### src/rtl/ssbj_pkg.sv
`default_nettype none
// ----------------------------------------------------------------------------
// ssbj_pkg
// Shared types and constants for the sorted-set band join unit.
// ----------------------------------------------------------------------------
package ssbj_pkg;

    localparam int MAX_SET     = 4096;
    localparam int VALUE_WIDTH = 64;
    localparam int WORD_W      = 64;
    localparam int ADDR_W      = $clog2(MAX_SET);
    localparam int CNT_W       = ADDR_W + 1;
    localparam int IDX_W       = 12;
    localparam int HITS_W      = 7;
    localparam int CMP_W       = (CNT_W > HITS_W) ? CNT_W : HITS_W;
    localparam int OUT_LIMIT   = 64;
    localparam int CFG_IDX_W   = 3;

    localparam logic [WORD_W-1:0] VALUE_MASK =
        WORD_W'((65'd1 << VALUE_WIDTH) - 65'd1);

    // operation codes
    localparam logic [1:0] OP_CLEAR  = 2'd0;
    localparam logic [1:0] OP_APPEND = 2'd1;
    localparam logic [1:0] OP_QUERY  = 2'd2;

    // result status codes
    localparam logic [1:0] ST_PAIR    = 2'd0;
    localparam logic [1:0] ST_NOMATCH = 2'd1;
    localparam logic [1:0] ST_BOTHSLOP = 2'd2;

    // register indexes
    localparam logic [CFG_IDX_W-1:0] REG_SLOP_BELOW   = 3'd0;
    localparam logic [CFG_IDX_W-1:0] REG_SLOP_ABOVE   = 3'd1;
    localparam logic [CFG_IDX_W-1:0] REG_HIT_CAP      = 3'd2;
    localparam logic [CFG_IDX_W-1:0] REG_CAP_ENABLE   = 3'd3;
    localparam logic [CFG_IDX_W-1:0] REG_RARE_IS_SET1 = 3'd4;

    localparam logic [HITS_W-1:0] HIT_CAP_RESET = 7'd5;

    typedef struct packed {
        logic [1:0]        operation;
        logic [WORD_W-1:0] value;
    } t_in_word;

    typedef struct packed {
        logic [IDX_W-1:0] set1_index;
        logic [IDX_W-1:0] set2_index;
        logic [1:0]       status;
        logic             last;
    } t_out_word;

    typedef struct packed {
        logic clear;
        logic append;
        logic query;
        logic step;
        logic lo_done;
        logic decide;
        logic emit;
    } t_dp_cmd;

    typedef struct packed {
        logic lo_adv;
        logic hi_adv;
        logic out_free;
        logic emit_last;
    } t_dp_stat;

endpackage
`default_nettype wire

### src/rtl/ssbj_ctrl.sv
`default_nettype none
// ----------------------------------------------------------------------------
// ssbj_ctrl
// Sequencer: window advance, window end scan, cap decision, result emission.
// ----------------------------------------------------------------------------
module ssbj_ctrl
    import ssbj_pkg::*;
(
    input  wire logic     i_clk,
    input  wire logic     i_rst_n,
    input  wire logic     i_in_valid,
    input  wire logic [1:0] i_operation,
    output logic          o_in_ready,
    input  wire t_dp_stat i_stat,
    output t_dp_cmd       o_cmd
);

    typedef enum logic [4:0] {
        S_IDLE = 5'b00001,
        S_LO   = 5'b00010,
        S_HI   = 5'b00100,
        S_DEC  = 5'b01000,
        S_EMIT = 5'b10000
    } t_state;

    t_state r_state, n_state;

    always_ff @(posedge i_clk) begin
        if (!i_rst_n) begin
            r_state <= S_IDLE;
        end else begin
            r_state <= n_state;
        end
    end

    always_comb begin
        n_state    = r_state;
        o_cmd      = '0;
        o_in_ready = 1'b0;
        case (r_state)
            S_IDLE: begin
                o_in_ready = 1'b1;
                if (i_in_valid) begin
                    case (i_operation)
                        OP_CLEAR:  o_cmd.clear = 1'b1;
                        OP_APPEND: o_cmd.append = 1'b1;
                        OP_QUERY: begin
                            o_cmd.query = 1'b1;
                            n_state     = S_LO;
                        end
                        default: ;
                    endcase
                end
            end
            S_LO: begin
                if (i_stat.lo_adv) begin
                    o_cmd.step = 1'b1;
                end else begin
                    o_cmd.lo_done = 1'b1;
                    n_state       = S_HI;
                end
            end
            S_HI: begin
                if (i_stat.hi_adv) begin
                    o_cmd.step = 1'b1;
                end else begin
                    n_state = S_DEC;
                end
            end
            S_DEC: begin
                o_cmd.decide = 1'b1;
                n_state      = S_EMIT;
            end
            S_EMIT: begin
                if (i_stat.out_free) begin
                    o_cmd.emit = 1'b1;
                    if (i_stat.emit_last) begin
                        n_state = S_IDLE;
                    end
                end
            end
            default: n_state = S_IDLE;
        endcase
    end

endmodule
`default_nettype wire

### config.mk
export PLATFORM = sky130hd
export DESIGN_NAME = ssbj_ctrl
export DESIGN_NICKNAME = d
export VERILOG_FILES = /design/src/rtl/ssbj_pkg.sv /design/src/rtl/ssbj_ctrl.sv
export SDC_FILE = /design/constraint.sdc
export NUM_CORES = 1
export LEC_CHECK = 0
export BUFFER_PORTS_ARGS = -buffer_cell sky130_fd_sc_hd__buf_4
export CAP_MARGIN = 20
export CORE_AREA = 2 2 39 41
export DETAILED_ROUTE_END_ITERATION = 6
export DIE_AREA = 0 0 41 43
export GPL_ROUTABILITY_DRIVEN = 0
export PLACE_DENSITY = 0.53
export SLEW_MARGIN = 20
export SYNTH_ARGS = -nofsm -noshare
export SYNTH_HDL_FRONTEND = slang
export SYNTH_SLANG_ARGS = --single-unit
### constraint.sdc
create_clock -name i_clk -period 1.3 [get_ports i_clk]
set_clock_uncertainty 0.15 [all_clocks]
set_input_delay 0.26 -clock i_clk [delete_from_list [all_inputs] [get_ports i_clk]]
set_output_delay 0.26 -clock i_clk [all_outputs]
set_load 0.01 [all_outputs]
# Yosys cells after proc, flatten, opt, wreduce, memory -nomap -nowiden
# Cells that the tools add are included.
# W data, S select, Z words.
# word_totals
register_bits	5
wordCells	37
output_inout_bits	8
in_bits	9
# op_classes
n_eq_ne	13
muxes	21
reduce_logical	2
# op_table
operator	n
$mux W5	6
$pmux W5 S5	1
$mux W1	11
$ne A2 B2 Y1 const B	5
$mux W3	2
$reduce_and A6 Y1	1
$eq A5 B1 Y1 const B	1
$eq A5 B2 Y1 const B	1
$eq A5 B3 Y1 const B	1
$eq A5 B4 Y1 const B	1
$eq A5 B5 Y1 const B	1
$eq A2 B1 Y1 const B	1
$eq A2 B2 Y1 const B	1
$logic_not A2 Y1	1
$ne A2 B1 Y1 const B	1
$pmux W1 S2	1

# Logic depth before layout (Yosys ltp)
# Gate-level depths: netlist of run 1.
# logic_depth
ltp_word	4
depth_mapped	5
depth_no_buf	5

# Worst setup path before layout of run 1
# Ideal clock, no wire load.
# synth_timing
path_kind	register -> register
startpoint	register r_state[3]
endpoint	register r_state[0]
slack_ns	-0.178
path_stages_with_launch	5
t_required_ns	1.022
path_buffers	0
arrival_ns	1.200
path_cell_list	dfxtp_1 > or3_4 > a21oi_1 > or3_1 > o211ai_2
# synth_via
elab_chain_len	3
elab_cells_between_ends	13
cone_classes	11 x eq/ne; 1 x mux; 1 x reduce/logical
# synth_rtl
element	line	text
from (decl)	ssbj_ctrl.sv:26	t_state r_state, n_state;
from (signal assigned)	ssbj_ctrl.sv:32	r_state <= n_state;
$eq A5 B1 Y1 (tied with other cells)	ssbj_ctrl.sv:40	case (r_state)
$ne A2 B1 Y1 (no line) or $ne A2 B2 Y1 (tied branches)	--	
$reduce_and A6 Y1 (no line)	--	
# Several ways; a longest one is shown, not always the timed one.
# A chain may end at the register's enable or synchronous reset.

==> results_tabular.tex, run 1 <==
\begin{tabular}{lr}
\hline
Metric & Value \\
\hline
\multicolumn{2}{l}{\textbf{Route}} \\
\quad Vias per Instance & about 4.6 \\
\quad Pre-antenna DRT Iters & 1 \\
\quad Violation count after the first detailed-route iteration & 0 \\
\quad Total wire length & 879 µm \\
\quad Residual antenna-violating net count after detailed routing & 0 \\
\quad Drt wl/cell & approximately 10 µm \\
\quad DRC violation count after routing & 0 \\
\quad Total via count in the routed design & slightly above 400 \\
\multicolumn{2}{l}{\textbf{Clock tree}} \\
\quad Number of buffers inserted by hold repair at cts & 0 \\
\quad Clock tree from TritonCTS & yes \\
\quad Number of clock sinks & 5 \\
\quad CTS H-tree depth & 1 \\
\quad Clock latency at the later pin of the worst-skew pair & roughly 0.24 ns \\
\quad Number of buffers added by the clock tree synthesis step & 3 \\
\quad CTS root buffer & clkbuf\_4 \\
\quad Number of buffers on the longest clock path & 2 \\
\quad Clock transition at the registers of the reported paths & about 0.040 ns \\
\multicolumn{2}{l}{\textbf{STA}} \\
\quad Max-slew headroom at the worst pin & 0.848 \\
\quad Highest clock rate & about 580 MHz \\
\quad Least-Margin Pin Slew & about 0.23 ns \\
\quad Period Utilization, post-route & 1.32 \\
\quad Number of pins with negative max-slew slack in the final report & 0 \\
\quad Minimum clock period after layout & around 1.7 ns \\
\quad Final Hold Violating Endpoints & 0 \\
\quad Final worst-path setup slack & -0.414 ns \\
\quad Setup repair after global routing missed its margin & yes \\
\quad Setup violators final & 10 \\
\multicolumn{2}{l}{\textbf{Power and ir drop}} \\
\quad Leakage & 0.275 nW \\
\quad Pwr dens & 671 nW/µm² \\
\quad Peak supply drop & between 0.4 and 0.5 mV \\
\multicolumn{2}{l}{\textbf{Place}} \\
\quad Instance area after placement & between 500 and 600 µm² \\
\quad Worst Setup Slack post-DPL & -0.159 ns \\
\quad Input/output buffers & 16 \\
\quad Final HPWL DP & between 700 and 800 µm \\
\multicolumn{2}{l}{\textbf{Setup path}} \\
\quad Family with the most delay on the worst path & simple AND/OR/NAND/NOR gates \\
\quad Count of buffer and inverter cells on the critical path & 1 \\
\quad Chain of cells forming the critical path & or3\_4 -> nor3b\_2 -> buf\_4 \\
\quad CP max-delay cell & or3\_4 \\
\quad Slack of the worst reg-to-reg path & -0.16 ns \\
\quad Worst path arrival time & roughly 1.3 ns \\
\quad Endpoint of the most critical register-to-register path & r\_state[0] \\
\quad R2R cell count & 5 \\
\quad Critical path start-end classification & register to primary output \\
\quad Worst Setup End Kind & primary output \\
\quad Worst path max stage delay & 0.38 ns \\
\quad Worst setup path endpoint & o\_cmd[1] \\
\quad CP required & 0.89 ns \\
\quad Critical Path Start & r\_state[1] \\
\quad Startpoint of the worst register-to-register path & r\_state[0] \\
\quad Total number of cells along the worst setup path & 3 \\
\quad Highest fanout seen on the critical path & 6 \\
\quad Launching element type of the critical path & register \\
\multicolumn{2}{l}{\textbf{Yosys}} \\
\quad Post-synthesis instance total & 40 \\
\quad Syn nets & 49 \\
\quad Mapped cell area & 340 µm² \\
\quad Sequential-to-total area share from yosys stat & 0.294 \\
\quad Distinct cell type count after synthesis & 24 \\
\quad Register bit total from synthesis & 5 \\
\quad Synthesis warning total & 0 \\
\quad Synthesized area divided by synthesized cell count & 8.51 µm² \\
\multicolumn{2}{l}{\textbf{Layout}} \\
\quad Final standard cell area without fillers & 667 µm² \\
\quad Fraction of final layout cells with drive strength greater than 1 & 0.694 \\
\quad Layout net count & 82 \\
\quad Top reg by flops & r\_state \\
\quad Antenna cells & 0 \\
\quad Max reg flops & 5 \\
\quad Largest registers & r\_state x5 \\
\quad Post-synthesis to final-layout area growth & 96.0\% \\
\multicolumn{2}{l}{\textbf{Job}} \\
\quad Number of maximum-capacitance violations & 0 \\
\multicolumn{2}{l}{\textbf{Outcome}} \\
\quad Failing checks & negative setup slack \\
\quad Run status & finished with violations \\
\multicolumn{2}{l}{\textbf{Floorplanning}} \\
\quad Row count & 14 \\
\quad Count of boundary I/O pins & 17 \\
\quad Core box area & between 1000 and 1500 µm² \\
\quad DIE AREA & between 1500 and 2000 µm² \\
\quad Initial Util & 0.246 \\
\quad Chip height & roughly 43 µm \\
\quad Floorplan die width & about 41 µm \\
\multicolumn{2}{l}{\textbf{Global route}} \\
\quad Combined global-route utilization of all metal layers & 0.130 \\
\quad GRT Residual Overflow & 0 \\
\quad Number of antenna violations at the first check in global routing & 0 \\
\quad First-pass GRT wire length & 1520 µm \\
\quad Maximum number of pins on one net before global-route repair & 8 \\
\quad Via count of the first global-routing pass & between 300 and 400 \\
\multicolumn{2}{l}{\textbf{Worst hold path}} \\
\quad Hold WC Path Type & input port to register \\
\hline
\end{tabular}
## worst register-to-register path, cell delays in order, from the launching register on
cell	delay [ns]
dfxtp_2	0.32
or3_4	0.42
a21oi_4	0.15
buf_6	0.11
or3_1	0.10
o211ai_2	0.08
## cells by family after synthesis
family / after synthesis / share of synthesized area
mux: 1 / 0.0294
xor+xnor: 1 / 0.0257
simple gates: 23 / 0.460
buf+inv: 3 / 0.0441
compound gates: 7 / 0.147
flops: 5 / 0.294
## what timing repair did
item / CTS / global route
pin swaps: 4 / 1
buffers inserted: 3 / 3
endpoints found under the setup margin: 10 / 10
gates resized for setup: 3 / 4
## stage by stage
stage	util	hold WS [ns]	TNS, ns	power [mW]	std cells
final	0.482	0.0316	-2.95	0.447	88
after global routing	0.482	0.0357	-3.74	0.479	88
after CTS	0.456	0.0265	-3.11	0.456	85
after detailed placement	0.416	0.283	-1.09	0.266	78
after global placement	0.416	0.286	-1.09	0.267	78
after floorplan	-	0.175	-0.310	0.211	40
## cells in the mapped netlist
cell type  count  area share
dfxtp_1        5        0.29
nor2_1         4       0.044
nor3_1         4       0.059
nand2_1        3       0.033
a21oi_1        2       0.029
nand3b_1       2       0.044
nor4b_1        2       0.051
or3_4          2       0.066
a21boi_1       1       0.022
a22oi_1        1       0.022
and4b_1        1       0.029
buf_4          1       0.022
inv_1          1       0.011
inv_2          1       0.011
mux2i_1        1       0.029
nand3_2        1       0.029
nor3b_1        1       0.022
nor3b_2        1       0.037
o211ai_2       1       0.037
o21a_1         1       0.022
o21ai_0        1       0.015
or3_1          1       0.018
or3b_1         1       0.026
xor2_1         1       0.026
## worst min-delay path by stage
stage              start          to  slack [ns]  depth (start not counted)
2_1_floorplan    i_rst_n  r_state[0]        0.17                          1
3_3_place_gp   i_stat[2]  r_state[3]        0.29                          2
3_5_place_dp   i_stat[2]  r_state[3]        0.28                          2
4_1_cts        i_stat[2]  r_state[3]        0.03                          2
5_1_grt        i_stat[2]  r_state[3]        0.04                          2
6_report       i_stat[2]  r_state[3]        0.03                          2
## report_power, final
group / total (mW) / switching [mW] / internal (mW)
Combinational: 0.108 / 0.0463 / 0.0614
Clock: 0.181 / 0.0653 / 0.116
Sequential: 0.158 / 0.00363 / 0.154
## area by class of cell
cell class,instances,area (µm²)
repair buffers,29,225
well taps,16,20.0
flip-flops and latches,5,111
multi-input cells,32,277
clock buffers,4,26.3
fillers,149,717
inverters,2,7.51
## cells in the final DEF (no fill, tap or decap), drive strengths merged, types with 2 or more instances in the layout
master | synthesis | layout
buf | 1 | 29
dfxtp | 5 | 5
nor3 | 4 | 4
clkbuf | 0 | 4
nor2 | 4 | 4
nand2 | 3 | 3
or3 | 3 | 3
nand3b | 2 | 2
nor3b | 2 | 2
inv | 2 | 2
a21oi | 2 | 2
nor4b | 2 | 2
## layer usage
metal  vias to the layer above  part of all wire  track usage
li1                        210                 -            -
met5                         -                 0            0
met1                       182              0.47        0.182
met3                         2             0.036       0.0157
met2                         9              0.46        0.163
met4                         0             0.031        0.120
Note: power is estimated with default switching activity, not from simulation.
==> run 2, diff against run 1 <==
--- a/config.mk
+++ b/config.mk
@@ -7,11 +7,14 @@
 export LEC_CHECK = 0
 export BUFFER_PORTS_ARGS = -buffer_cell sky130_fd_sc_hd__buf_4
 export CAP_MARGIN = 20
-export CORE_AREA = 2 2 39 41
+export CELL_PAD_IN_SITES_DETAIL_PLACEMENT = 1
+export CELL_PAD_IN_SITES_GLOBAL_PLACEMENT = 2
+export CORE_MARGIN = 2
+export CORE_UTILIZATION = 20
 export DETAILED_ROUTE_END_ITERATION = 6
-export DIE_AREA = 0 0 41 43
 export GPL_ROUTABILITY_DRIVEN = 0
-export PLACE_DENSITY = 0.53
+export GPL_TIMING_DRIVEN = 0
+export PLACE_DENSITY = 0.7
 export SLEW_MARGIN = 20
 export SYNTH_ARGS = -nofsm -noshare
 export SYNTH_HDL_FRONTEND = slang
==> results_tabular.tex, run 2 (synthesis gave the netlist of run 1 again) <==
\begin{tabular}{lr}
\hline
Metric & Value \\
\hline
\multicolumn{2}{l}{\textbf{Global route}} \\
\quad GRT Residual Overflow & 0 (unchanged) \\
\quad First-pass GRT wire length & 1790 µm (+18\%) \\
\quad Via count of the first global-routing pass & 432 (+20\%) \\
\quad Number of antenna violations at the first check in global routing & 0 (unchanged) \\
\quad Maximum number of pins on one net before global-route repair & 8 (unchanged) \\
\quad Combined global-route utilization of all metal layers & 0.125 (-0.00495) \\
\multicolumn{2}{l}{\textbf{Floorplanning}} \\
\quad Row count & 14 (unchanged) \\
\quad Core box area & 1560 µm² (+13\%) \\
\quad DIE AREA & 2050 µm² (+16\%) \\
\quad Count of boundary I/O pins & 17 (unchanged) \\
\quad Floorplan die width & 45.3 µm (+10\%) \\
\quad Chip height & 45.3 µm (+5.2\%) \\
\quad Initial Util & 0.218 (-0.0276) \\
\multicolumn{2}{l}{\textbf{Outcome}} \\
\quad Run status & finished with violations \\
\quad Failing checks & negative setup slack \\
\multicolumn{2}{l}{\textbf{STA}} \\
\quad Least-Margin Pin Slew & 0.213 ns (-0.0123 ns) \\
\quad Setup violators final & 9 (-1) \\
\quad Final Hold Violating Endpoints & 0 (unchanged) \\
\quad Setup repair after global routing missed its margin & yes \\
\quad Number of pins with negative max-slew slack in the final report & 0 (unchanged) \\
\quad Max-slew headroom at the worst pin & 0.856 (+0.00830) \\
\quad Period Utilization, post-route & 1.41 (+0.0925) \\
\quad Final worst-path setup slack & -0.535 ns (-0.120 ns) \\
\quad Highest clock rate & 545 MHz (-6.6\%) \\
\quad Minimum clock period after layout & 1.83 ns (+0.120 ns) \\
\multicolumn{2}{l}{\textbf{Setup path}} \\
\quad Launching element type of the critical path & register \\
\quad Count of buffer and inverter cells on the critical path & 2 (+1) \\
\quad Critical path start-end classification & register to primary output \\
\quad Highest fanout seen on the critical path & 3 (-3) \\
\quad Worst path max stage delay & 0.41 ns (+0.03 ns) \\
\quad Worst path arrival time & 1.42 ns (+0.12 ns) \\
\quad Family with the most delay on the worst path & simple AND/OR/NAND/NOR gates \\
\quad Chain of cells forming the critical path & or3\_4 -> nor3b\_4 -> buf\_4 -> buf\_6 \\
\quad Worst Setup End Kind & primary output \\
\quad CP max-delay cell & or3\_4 \\
\quad CP required & 0.89 ns (about the same) \\
\quad Slack of the worst reg-to-reg path & -0.32 ns (-0.16 ns) \\
\multicolumn{2}{l}{\textbf{Route}} \\
\quad Residual antenna-violating net count after detailed routing & 0 (unchanged) \\
\quad Total wire length & 1130 µm (+28\%) \\
\quad Total via count in the routed design & 426 (+5.7\%) \\
\quad Vias per Instance & 4.79 (+4.5\%) \\
\quad Violation count after the first detailed-route iteration & 1 (+1) \\
\quad Drt wl/cell & 12.7 µm (+27\%) \\
\quad DRC violation count after routing & 0 (unchanged) \\
\quad Pre-antenna DRT Iters & 3 (+2) \\
\multicolumn{2}{l}{\textbf{Power and ir drop}} \\
\quad Peak supply drop & 0.504 mV (+3.5\%) \\
\quad Switching share of power & 0.281 (+0.0235) \\
\quad Combinational group share of total power & 0.282 (+0.041) \\
\quad Power share of the clock group & 0.393 (-0.013) \\
\quad Leakage & 0.298 nW (+8.3\%) \\
\quad Switching power total & 133 µW (+16\%) \\
\quad Cell internal power dissipation & 341 µW (+2.6\%) \\
\quad Pwr dens & 648 nW/µm² (-3.3\%) \\
\quad Share of total power in sequential cells & 0.326 (-0.028) \\
\quad Total power & 474 µW (+5.9\%) \\
\multicolumn{2}{l}{\textbf{Place}} \\
\quad Input/output buffers & 16 (unchanged) \\
\quad Final HPWL DP & 774 µm (+9.8\%) \\
\quad Placed cell count & 72 (-7.7\%) \\
\multicolumn{2}{l}{\textbf{Worst hold path}} \\
\quad Hold WC Path Type & input port to register \\
\multicolumn{2}{l}{\textbf{Clock tree}} \\
\quad CTS H-tree depth & 1 (unchanged) \\
\quad CTS root buffer & clkbuf\_4 \\
\quad Clock latency at the later pin of the worst-skew pair & 0.25 ns (about the same) \\
\quad Number of buffers added by the clock tree synthesis step & 3 (unchanged) \\
\quad Number of clock sinks & 5 (unchanged) \\
\quad Number of buffers on the longest clock path & 2 (unchanged) \\
\quad Clock tree from TritonCTS & yes \\
\quad Clock transition at the registers of the reported paths & 0.05 ns (about the same) \\
\quad Number of buffers inserted by hold repair at cts & 0 (unchanged) \\
\multicolumn{2}{l}{\textbf{Layout}} \\
\quad Fraction of final layout cells with drive strength greater than 1 & 0.753 (+0.0590) \\
\quad Fill cells & 178 (+19\%) \\
\quad Most frequent standard cell in the layout excluding fill and tap cells & buf\_4 \\
\quad Most frequent cells in the layout & buf\_4 (24), buf\_6 (6), dfxtp\_4 (4) \\
\quad Top reg by flops & r\_state \\
\quad Max reg flops & 5 (unchanged) \\
\quad Post-layout utilization of the core & 0.469 (-0.0132) \\
\quad Layout net count & 83 (+1.2\%) \\
\quad Antenna cells & 0 (unchanged) \\
\quad Post-synthesis to final-layout area growth & 115\% \\
\quad Finished Layout Cells & 89 (+1.1\%) \\
\quad FF+latch area & 116 µm² (+4.5\%) \\
\quad Area of the multi-input gates & 312 µm² (+13\%) \\
\quad Largest registers & r\_state x5 \\
\multicolumn{2}{l}{\textbf{Job}} \\
\quad Number of maximum-capacitance violations & 0 (unchanged) \\
\hline
\end{tabular}
## run 2: cell count changes in the layout (fill, tap and decap cells not counted), moves of 2 or more
cell     before  now
buf_6         2    6
nor3_2        3    1
dfxtp_2       3    1
buf_4        27   24
dfxtp_4       2    4
## run 2: power by group through the flow
stage | logic (mW) | clock network, mW | registers, mW
2_1_floorplan | 0.0463 | 0 | 0.165
3_3_place_gp | 0.0887 | 0 | 0.166
3_5_place_dp | 0.0892 | 0 | 0.166
4_1_cts | 0.126 | 0.190 | 0.156
5_1_grt | 0.144 | 0.214 | 0.154
6_report | 0.133 | 0.186 | 0.154
## run 2: path summary, 6_finish.rpt
check        cells past startpoint  startpoint    endpoint
min reg2reg                      2  r_state[1]  r_state[3]
max                              4  r_state[0]    o_cmd[1]
min                              2   i_stat[2]  r_state[3]
max reg2reg                      8  r_state[1]  r_state[0]
## run 2: cell type report
class / count / area share
Multi-Input combinational cell: 32 / 0.426
Timing Repair Buffer: 29 / 0.329
Clock inverter: 1 / 0.00685
Inverter: 2 / 0.0103
Tap cell: 16 / 0.0274
Clock buffer: 3 / 0.0308
Buffer: 1 / 0.0103
Sequential cell: 5 / 0.159
## run 2: per-stage QoR
step	hold WS, ns	worst slack (ns)	cell area (µm²)	setup TNS [ns]
2_1_floorplan	0.175	-0.130	390	-0.310
3_3_place_gp	0.282	-0.291	531	-1.33
3_5_place_dp	0.283	-0.276	531	-1.36
4_1_cts	0.0148	-0.536	698	-3.85
5_1_grt	0.00631	-0.574	731	-4.36
6_report	0.0207	-0.535	731	-3.69
## run 2: per-layer routing
layer,wire (µm),vias to the layer above,track usage
li1,-,214,-
met1,491,202,0.147
met2,586,8,0.200
met3,33,2,0.0280
met4,18,0,0.0882
met5,0,-,0
## run 2: worst reg2reg max path: stages (launching register included)
cell,delay (ns)
dfxtp_4,0.35
buf_4,0.11
nor2_4,0.04
nand3_4,0.10
inv_2,0.05
buf_6,0.11
buf_4,0.12
or3_4,0.35
o211ai_2,0.15
## run 2: repair_timing
action,CTS,global route
pin swaps,7,6
setup endpoints to repair,9,12
gates resized for setup,15,6
setup buffers,12,3
hold endpoints to repair,0,0
